[config.mk]
export PLATFORM = sky130hd
export DESIGN_NAME = dual_priority_deadline_dispatcher_unit
export DESIGN_NICKNAME = d
export VERILOG_FILES = /design/src/sv/dpdd_pkg.sv /design/src/sv/dpdd_ram.sv /design/src/sv/dual_priority_deadline_dispatcher_unit.sv
export SDC_FILE = /design/constraint.sdc
export NUM_CORES = 2
export LEC_CHECK = 0
export BUFFER_PORTS_ARGS = -buffer_cell sky130_fd_sc_hd__buf_2
export CORE_MARGIN = 3
export CORE_UTILIZATION = 57
export DETAILED_ROUTE_END_ITERATION = 6
export GPL_TIMING_DRIVEN = 0
export PLACE_DENSITY = 0.79
export SYNTH_ARGS = -nofsm -noshare
export SYNTH_HDL_FRONTEND = slang
export SYNTH_SLANG_ARGS = --single-unit
[constraint.sdc]
create_clock -name clk_i -period 6 [get_ports clk_i]
set_clock_uncertainty 0.2 [all_clocks]
set_input_delay 0 -clock clk_i [delete_from_list [all_inputs] [get_ports clk_i]]
set_output_delay 0 -clock clk_i [all_outputs]
set_load 0.1 [all_outputs]
[src/sv/dpdd_pkg.sv]
package dpdd_pkg;

  localparam int unsigned TableDepth = 32;
  localparam int unsigned TableIdxW  = $clog2(TableDepth);
  localparam int unsigned TaskIdW    = 16;
  localparam int unsigned DeadlineW  = 31;
  localparam int unsigned EntryW     = TaskIdW + 1 + DeadlineW;

  typedef enum logic [2:0] {
    MODE_TIMER    = 3'd0,
    MODE_ARRIVAL  = 3'd1,
    MODE_FINISH   = 3'd2,
    MODE_IO_REQ   = 3'd3,
    MODE_IO_END   = 3'd4,
    MODE_DISPATCH = 3'd5
  } mode_e;

  // Work done on one task table during a scan.
  typedef enum logic [1:0] {
    TOP_NONE,
    TOP_PUSH,
    TOP_REMOVE,
    TOP_POP
  } tbl_op_e;

  typedef enum logic [1:0] {
    ST_IDLE,
    ST_SCAN,
    ST_TAIL,
    ST_DONE
  } state_e;

  typedef struct packed {
    logic [2:0]           mode;
    logic [TaskIdW-1:0]   task_id;
    logic                 high_priority;
    logic [DeadlineW-1:0] deadline;
  } evt_t;

  typedef struct packed {
    logic               cpu_valid;
    logic [TaskIdW-1:0] cpu_task;
    logic               io_valid;
    logic [TaskIdW-1:0] io_task;
    logic               overflowed;
  } res_t;

  typedef struct packed {
    logic [TaskIdW-1:0]   task_id;
    logic                 high_priority;
    logic [DeadlineW-1:0] deadline;
  } entry_t;

  // Running results of one table scan.
  typedef struct packed {
    logic                 free_found;
    logic [TableIdxW-1:0] free_idx;
    logic                 best_found;
    logic [TableIdxW-1:0] best_idx;
    logic                 best_high;
    logic [DeadlineW-1:0] best_dl;
    logic [TaskIdW-1:0]   best_id;
  } track_t;

endpackage

[src/sv/dpdd_ram.sv]
module dpdd_ram #(
  parameter int unsigned Width = 8,
  parameter int unsigned Depth = 32
) (
  input  logic                     clk_i,
  input  logic                     we_i,
  input  logic [$clog2(Depth)-1:0] waddr_i,
  input  logic [Width-1:0]         wdata_i,
  input  logic [$clog2(Depth)-1:0] raddr_i,
  output logic [Width-1:0]         rdata_o
);

  logic [Width-1:0] mem_q [Depth];
  logic [Width-1:0] rdata_q;

  always_ff @(posedge clk_i) begin
    if (we_i) begin
      mem_q[waddr_i] <= wdata_i;
    end
    rdata_q <= mem_q[raddr_i];
  end

  assign rdata_o = rdata_q;

endmodule

[src/sv/dual_priority_deadline_dispatcher_unit.sv]
// Two-level priority, earliest-deadline-first dispatcher.
//
// Input channel (in_valid_i / in_ready_o / in_data_i) carries one event beat:
// timer, arrival, finish, I/O request, I/O end or dispatch. Output channel
// (out_valid_o / out_ready_i / out_data_o) carries one result beat for each
// dispatch event only: the popped CPU and I/O task ids and the sticky
// overflow flag.
//
// Each table keeps its entries in a small RAM with a valid bit per slot.
// Every real event is one linear scan over both tables, one slot per cycle
// through the RAM read port: the scan steps, a tail step for the last read
// and a commit step, after which the next event is accepted. A dispatch
// result is registered from its commit step. Timer events and unused
// modes are taken and dropped without a scan. A waiting result does not
// block the next scan; a second dispatch that finishes while it still waits
// holds in its commit step until the output register frees up.
// Reset clears all valid bits, the overflow flag and the output valid; the
// block is ready for an event in the first cycle after reset.
module dual_priority_deadline_dispatcher_unit (
  input  logic             clk_i,
  input  logic             rst_ni,
  input  logic             in_valid_i,
  output logic             in_ready_o,
  input  dpdd_pkg::evt_t   in_data_i,
  output logic             out_valid_o,
  input  logic             out_ready_i,
  output dpdd_pkg::res_t   out_data_o
);

  localparam int unsigned Depth = dpdd_pkg::TableDepth;
  localparam int unsigned IdxW  = dpdd_pkg::TableIdxW;

  // Control state
  dpdd_pkg::state_e          state_q, state_d;
  logic [IdxW-1:0]           idx_q, idx_d;     // RAM read address of the scan
  logic [IdxW-1:0]           k_q;              // slot whose data is on the RAM output
  logic [1:0][Depth-1:0]     valid_q, valid_d; // index 0 CPU table, 1 I/O table
  logic                      ovf_q, ovf_d;
  dpdd_pkg::tbl_op_e [1:0]   op_q, op_d;
  dpdd_pkg::track_t  [1:0]   trk_q, trk_d;
  logic                      out_valid_q, out_valid_d;

  // Payload
  dpdd_pkg::evt_t            evt_q, evt_d;
  dpdd_pkg::res_t            out_q, out_d;

  // RAM ports
  logic [1:0]                ram_we;
  dpdd_pkg::entry_t          wr_entry;
  logic [1:0][IdxW-1:0]      wr_addr;
  dpdd_pkg::entry_t [1:0]    rd_entry;

  for (genvar t = 0; t < 2; t++) begin : g_tbl
    dpdd_ram #(
      .Width (dpdd_pkg::EntryW),
      .Depth (Depth)
    ) u_ram (
      .clk_i   (clk_i),
      .we_i    (ram_we[t]),
      .waddr_i (wr_addr[t]),
      .wdata_i (wr_entry),
      .raddr_i (idx_q),
      .rdata_o (rd_entry[t])
    );
  end

  assign wr_entry.task_id       = evt_q.task_id;
  assign wr_entry.high_priority = evt_q.high_priority;
  assign wr_entry.deadline      = evt_q.deadline;

  always_ff @(posedge clk_i or negedge rst_ni) begin
    if (!rst_ni) begin
      state_q     <= dpdd_pkg::ST_IDLE;
      idx_q       <= '0;
      k_q         <= '0;
      valid_q     <= '0;
      ovf_q       <= 1'b0;
      op_q        <= '{dpdd_pkg::TOP_NONE, dpdd_pkg::TOP_NONE};
      trk_q       <= '0;
      out_valid_q <= 1'b0;
    end else begin
      state_q     <= state_d;
      idx_q       <= idx_d;
      k_q         <= idx_q;
      valid_q     <= valid_d;
      ovf_q       <= ovf_d;
      op_q        <= op_d;
      trk_q       <= trk_d;
      out_valid_q <= out_valid_d;
    end
  end

  always_ff @(posedge clk_i) begin
    evt_q <= evt_d;
    out_q <= out_d;
  end

  always_comb begin
    dpdd_pkg::entry_t ent;
    logic             vbit;
    logic             proc;
    logic             better;
    logic             advance;
    logic             is_pop;

    state_d     = state_q;
    idx_d       = idx_q;
    valid_d     = valid_q;
    ovf_d       = ovf_q;
    op_d        = op_q;
    trk_d       = trk_q;
    evt_d       = evt_q;
    out_d       = out_q;
    out_valid_d = out_valid_q && !out_ready_i;
    in_ready_o  = 1'b0;
    ram_we      = '0;
    wr_addr     = '0;
    ent         = '0;
    vbit        = 1'b0;
    better      = 1'b0;
    is_pop      = (op_q[0] == dpdd_pkg::TOP_POP);
    advance     = !is_pop || !out_valid_q || out_ready_i;

    // Data of slot k_q is on the RAM output in every scan cycle but the first.
    proc = ((state_q == dpdd_pkg::ST_SCAN) && (idx_q != '0)) ||
           (state_q == dpdd_pkg::ST_TAIL);

    if (proc) begin
      for (int t = 0; t < 2; t++) begin
        ent  = rd_entry[t];
        vbit = valid_q[t][k_q];
        case (op_q[t])
          dpdd_pkg::TOP_PUSH: begin
            // Remember the lowest free slot.
            if (!vbit && !trk_q[t].free_found) begin
              trk_d[t].free_found = 1'b1;
              trk_d[t].free_idx   = k_q;
            end
          end
          dpdd_pkg::TOP_REMOVE: begin
            if (vbit && (ent.task_id == evt_q.task_id)) begin
              valid_d[t][k_q] = 1'b0;
            end
          end
          dpdd_pkg::TOP_POP: begin
            // High priority wins, then strictly smaller deadline; ties keep
            // the lower slot.
            if (ent.high_priority != trk_q[t].best_high) begin
              better = ent.high_priority;
            end else begin
              better = (ent.deadline < trk_q[t].best_dl);
            end
            if (vbit && (!trk_q[t].best_found || better)) begin
              trk_d[t].best_found = 1'b1;
              trk_d[t].best_idx   = k_q;
              trk_d[t].best_high  = ent.high_priority;
              trk_d[t].best_dl    = ent.deadline;
              trk_d[t].best_id    = ent.task_id;
            end
          end
          default: begin
          end
        endcase
      end
    end

    case (state_q)
      dpdd_pkg::ST_IDLE: begin
        in_ready_o = 1'b1;
        if (in_valid_i) begin
          evt_d   = in_data_i;
          trk_d   = '0;
          idx_d   = '0;
          state_d = dpdd_pkg::ST_SCAN;
          case (in_data_i.mode)
            dpdd_pkg::MODE_ARRIVAL:  op_d = '{dpdd_pkg::TOP_NONE,   dpdd_pkg::TOP_PUSH};
            dpdd_pkg::MODE_FINISH:   op_d = '{dpdd_pkg::TOP_REMOVE, dpdd_pkg::TOP_REMOVE};
            dpdd_pkg::MODE_IO_REQ:   op_d = '{dpdd_pkg::TOP_PUSH,   dpdd_pkg::TOP_REMOVE};
            dpdd_pkg::MODE_IO_END:   op_d = '{dpdd_pkg::TOP_REMOVE, dpdd_pkg::TOP_PUSH};
            dpdd_pkg::MODE_DISPATCH: op_d = '{dpdd_pkg::TOP_POP,    dpdd_pkg::TOP_POP};
            default: begin
              // Timer and unused modes: drop the beat.
              op_d    = '{dpdd_pkg::TOP_NONE, dpdd_pkg::TOP_NONE};
              state_d = dpdd_pkg::ST_IDLE;
            end
          endcase
        end
      end
      dpdd_pkg::ST_SCAN: begin
        if (idx_q == IdxW'(Depth - 1)) begin
          idx_d   = '0;
          state_d = dpdd_pkg::ST_TAIL;
        end else begin
          idx_d = idx_q + 1'b1;
        end
      end
      dpdd_pkg::ST_TAIL: begin
        state_d = dpdd_pkg::ST_DONE;
      end
      dpdd_pkg::ST_DONE: begin
        // Commit pushes and pops; hold while a dispatch result cannot be loaded.
        if (advance) begin
          for (int t = 0; t < 2; t++) begin
            case (op_q[t])
              dpdd_pkg::TOP_PUSH: begin
                if (trk_q[t].free_found) begin
                  ram_we[t]                       = 1'b1;
                  wr_addr[t]                      = trk_q[t].free_idx;
                  valid_d[t][trk_q[t].free_idx]   = 1'b1;
                end else begin
                  ovf_d = 1'b1;
                end
              end
              dpdd_pkg::TOP_POP: begin
                if (trk_q[t].best_found) begin
                  valid_d[t][trk_q[t].best_idx] = 1'b0;
                end
              end
              default: begin
              end
            endcase
          end
          if (is_pop) begin
            out_valid_d      = 1'b1;
            out_d.cpu_valid  = trk_q[0].best_found;
            out_d.cpu_task   = trk_q[0].best_found ? trk_q[0].best_id : '0;
            out_d.io_valid   = trk_q[1].best_found;
            out_d.io_task    = trk_q[1].best_found ? trk_q[1].best_id : '0;
            out_d.overflowed = ovf_q;
          end
          state_d = dpdd_pkg::ST_IDLE;
        end
      end
      default: begin
        state_d = dpdd_pkg::ST_IDLE;
      end
    endcase
  end

  assign out_valid_o = out_valid_q;
  assign out_data_o  = out_q;

  // A dispatch that cannot load its result must stay in its final step.
  a_hold_done: assert property (@(posedge clk_i) disable iff (!rst_ni)
    (state_q == dpdd_pkg::ST_DONE) && (op_q[0] == dpdd_pkg::TOP_POP) &&
    out_valid_q && !out_ready_i |=> (state_q == dpdd_pkg::ST_DONE))
    else $error("dispatch left its final step while the result was stalled");

  // Overflow only rises when a push is committed.
  a_ovf_commit: assert property (@(posedge clk_i) disable iff (!rst_ni)
    $rose(ovf_q) |-> ($past(state_q) == dpdd_pkg::ST_DONE))
    else $error("overflow flag set outside of a commit");

  // An empty pop reports a zero id.
  a_empty_zero: assert property (@(posedge clk_i) disable iff (!rst_ni)
    out_valid_q |-> ((out_q.cpu_valid || (out_q.cpu_task == '0)) &&
                     (out_q.io_valid || (out_q.io_task == '0))))
    else $error("empty dispatch carries a nonzero task id");

  // The scan address is parked at zero outside the scan.
  a_idx_park: assert property (@(posedge clk_i) disable iff (!rst_ni)
    (state_q != dpdd_pkg::ST_SCAN) |-> (idx_q == '0))
    else $error("scan address not parked");

endmodule
==> flow_summary.ini <==
[yosys]
synth_edf_count = 3155
synthCells = 5957
synth_top_area_cell = edfxtp_1
yosysWarnings = 0
synth_ff_type = edfxtp_1
syn_nets = 6081
synthArstFlopShare = 0.0585
avgSynthCellArea_sq_um = 22.3
syn_area_sq_mm = 0.133
ys_ff_latch = 3453
synth_top_area_share = 0.715
synthDistinctLibCells = 65
yosys-top-cells-area = edfxtp_1 (71%), mux4_2 (17%), dfrtp_1 (3.8%)
yosysSeqAreaShare = 0.767

[worst_setup_path]
worstSetupPathType = register to register
rr_worst_depth = 13
worstReg2RegStart = idx_q[1]$_DFFE_PN0P_
reg2reg_to = trk_q[71]$_DFF_PN0_
required_ns = 6.64
cp.arrival_ns = 6.52
worstSetupStartpointType = register
reg2reg_slack_ns = 0.12
cp_max_fo = 19
end_kind = register

[min_path]
whs_endpoint = op_q[1]$_DFFE_PN0P_
hold_path.class = input port to register
min_from = in_data_i[49]
whs_path_depth = 5

[flow_run]
drv_cap = 1

[placed_design]
routabilityCongestion = 0.900
dp_cells = 9311
io_buffers = 90
hpwl_microns = 233000

[power_and_ir_drop]
irDropWorstVdd_v = 0.000430
power_frac_seq = 0.438
p_switching_mw = 18.7
power_switching_share = 0.288
internal-power_mw = 46.2
p_leak_nw = 48.3
p_clk_frac = 0.328
powerDensity_mw_per_mm2 = 422
combPwrFrac = 0.233

[routing]
ant_nets = 0
drt_iter0_markers = 13300
post-route-drc-count = 2
detailroute.via_count = 71900
routed_wl_microns = 395000
routed_via_density = 7.17
avgRoutedWirePerCell_microns = 39.3
drtPass1Iterations = 7

[die]
die_height_microns = 488
design.die.area_sq_mm = 0.238
rows = 176
start_util = 0.575
die_x_microns = 488
design.portCount = 92
fp.coreArea_sq_mm = 0.231

[grt]
grt_pass1_wl_microns = 557000
grt_max_degree = 118
gr-usage-all-layers = 0.336
grt.overflow.total = 0
antenna_found_initial = 25
grt_pass1_vias = 73600

[timing]
tightest_slew_ns = 1.49
max_freq_mhz = 170
slew_violations = 0
slew_headroom = 0.00652
fin_crit_sh = 0.980
min_period_ns = 5.88
hold_viol = 0
rsz0062_at_grt = false
fin_tns_setup_ns = 0
finalSetupViolCount = 0

[clock_network]
clk_latency_ns = 0.98
cts_sinks = 3453
cts_made_buffers = 335
clock_path_buffers = 4
path_clk_slew_ns = 0.06
cts_tree = built
h-tree-depth = 5
cts_root_buf = clkbuf_16

[final_layout]
drive_gt1_frac = 0.287
area_growth_pct = 16.1
fin_util = 0.668
fin_cells = 10000
layout.nets = 6859
n_fill_cell = 13100

[run_status]
status = finished with violations
violations = DRC, capacitance limit
[registers in the layout, summed over array words and instances, names as in the netlist]
name                 cells
out_valid_o              1
ovf_q                    1
g_tbl.u_ram.mem_q     3072
valid_q                 64
g_tbl.u_ram.rdata_o     96
state_q                  2
out_data_o              35
trk_q                  120
k_q                      5
idx_q                    5
op_q                     4
evt_q                   48
[metal layers]
| metal | track usage | wire length (microns) | up-vias |
|---|---|---|---|
| met2 | 0.540 | 191000 | 6834 |
| li1 | - | - | 26500 |
| met4 | 0.194 | 28800 | 16 |
| met5 | 0 | 126 | - |
| met1 | 0.418 | 124000 | 36900 |
| met3 | 0.0871 | 51300 | 1732 |
[cell usage after synthesis (all sizes together), types with 3 or more instances]
| master | instances |
|---|---|
| a21o | 5 |
| nand2 | 204 |
| dfrtp | 202 |
| nor2b | 15 |
| ha | 69 |
| inv | 77 |
| o31ai | 31 |
| xnor2 | 8 |
| nor3b | 6 |
| mux2 | 96 |
| a22oi | 10 |
| dfxtp | 96 |
| nor3 | 18 |
| a21oi | 33 |
| or3 | 8 |
| edfxtp | 3155 |
| o21bai | 8 |
| nand2b | 10 |
| nand3b | 10 |
| mux2i | 54 |
| clkbuf | 210 |
| nand4 | 24 |
| and3 | 5 |
| o22ai | 54 |
| nor4 | 8 |
| and3b | 3 |
| nor2 | 143 |
| xor2 | 25 |
| buf | 99 |
| mux4 | 976 |
| nand3 | 97 |
| o21ai | 116 |
| or2 | 7 |
| or3b | 7 |
| and2 | 37 |
| nand4b | 6 |
[layout make-up]
cell class	count	area, sq um	area share
clock inverters	169	1780	0.0116
multi-input cells	2118	29800	0.194
repair buffers	443	6250	0.0406
clock buffers	424	9000	0.0584
flip-flops and latches	3453	102000	0.661
diodes	18	45.0	0.000293
plain buffers	307	1280	0.00830
well taps	3026	3790	0.0246
inverters	77	292	0.00189
[cell families after synthesis]
logic type | Yosys count | share of synthesized area
compound gates | 278 | 0.0126
xor+xnor | 33 | 0.00218
fa+ha+maj | 69 | 0.00651
buf+inv | 386 | 0.0115
flops | 3453 | 0.767
mux | 1126 | 0.178
simple gates | 612 | 0.0219
[timing repair]
item | 4_1_cts | 5_1_grt
pin swaps | 0 | 1
hold buffers | 113 | 0
buffers inserted | 0 | 1
gates resized for setup | 5 | 0
setup endpoints to repair | 169 | 58
endpoints found under the hold margin | 354 | 0
[worst max-delay path, stage by stage, from the launching register on]
cell	delay, ns
dfrtp_1	0.38
clkbuf_1	0.37
clkbuf_4	0.55
clkbuf_4	0.64
inv_1	0.12
ha_1	0.21
nor4b_1	0.14
o21bai_1	0.74
nand2_1	0.32
nor3b_2	0.79
and3_1	0.28
clkbuf_1	0.18
buf_2	0.43
mux2i_1	0.32
[cells in the final DEF, fill, tap and decap left out, drive strengths merged, types with 37 or more instances in the layout]
master       netlist  final
and2              37     37
buf               99    423
clkbuf           210    639
clkinv             0    114
dfrtp            202    202
dfxtp             96     96
dlygate4sd3        0    112
edfxtp          3155   3155
ha                69     69
inv               77     84
mux2              96     96
mux2i             54     54
mux4             976    976
nand2            204    204
nand3             97     97
nor2             143    143
o21ai            116    116
o22ai             54     54
[power by group through the flow]
stage / sequential (mW) / clock (mW) / combinational [mW]
after global placement: 29.6 / 0 / 12.6
after global routing: 28.5 / 22.2 / 15.6
after detailed placement: 28.9 / 0 / 14.2
after floorplan: 29.0 / 0 / 8.61
final: 28.5 / 21.3 / 15.2
after CTS: 28.4 / 21.3 / 14.8
[how the worst max path moves through the flow]
stage | end | slack (ns) | startpoint
CTS | trk_q[39]$_DFF_PN0_ | 0.19 | idx_q[0]$_DFFE_PN0P_
finish | trk_q[71]$_DFF_PN0_ | 0.12 | idx_q[1]$_DFFE_PN0P_
detailed placement | trk_q[49]$_DFF_PN0_ | -0.70 | idx_q[1]$_DFFE_PN0P_
global placement | g_tbl[0].u_ram.mem_q[15][15]$_DFFE_PP_ | -4.71 | state_q[0]$_DFFE_PN0P_
floorplan | g_tbl[0].u_ram.mem_q[15][0]$_DFFE_PP_ | 0.17 | out_valid_o$_DFF_PN0_
global route | trk_q[71]$_DFF_PN0_ | 0.14 | idx_q[1]$_DFFE_PN0P_
[through the flow]
step | instance area, sq um | worst slack, ns | power (mW) | hold slack (ns)
finish | 154000 | 0.118 | 64.9 | 0.0432
global route | 154000 | 0.138 | 66.3 | 0.0828
CTS | 154000 | 0.193 | 64.6 | 0.00807
detailed placement | 142000 | -0.704 | 43.1 | -0.0966
global placement | 137000 | -4.71 | 42.2 | -0.0238
floorplan | 133000 | 0.170 | 37.6 | -0.496
Note: power is estimated with default switching activity, not from simulation.
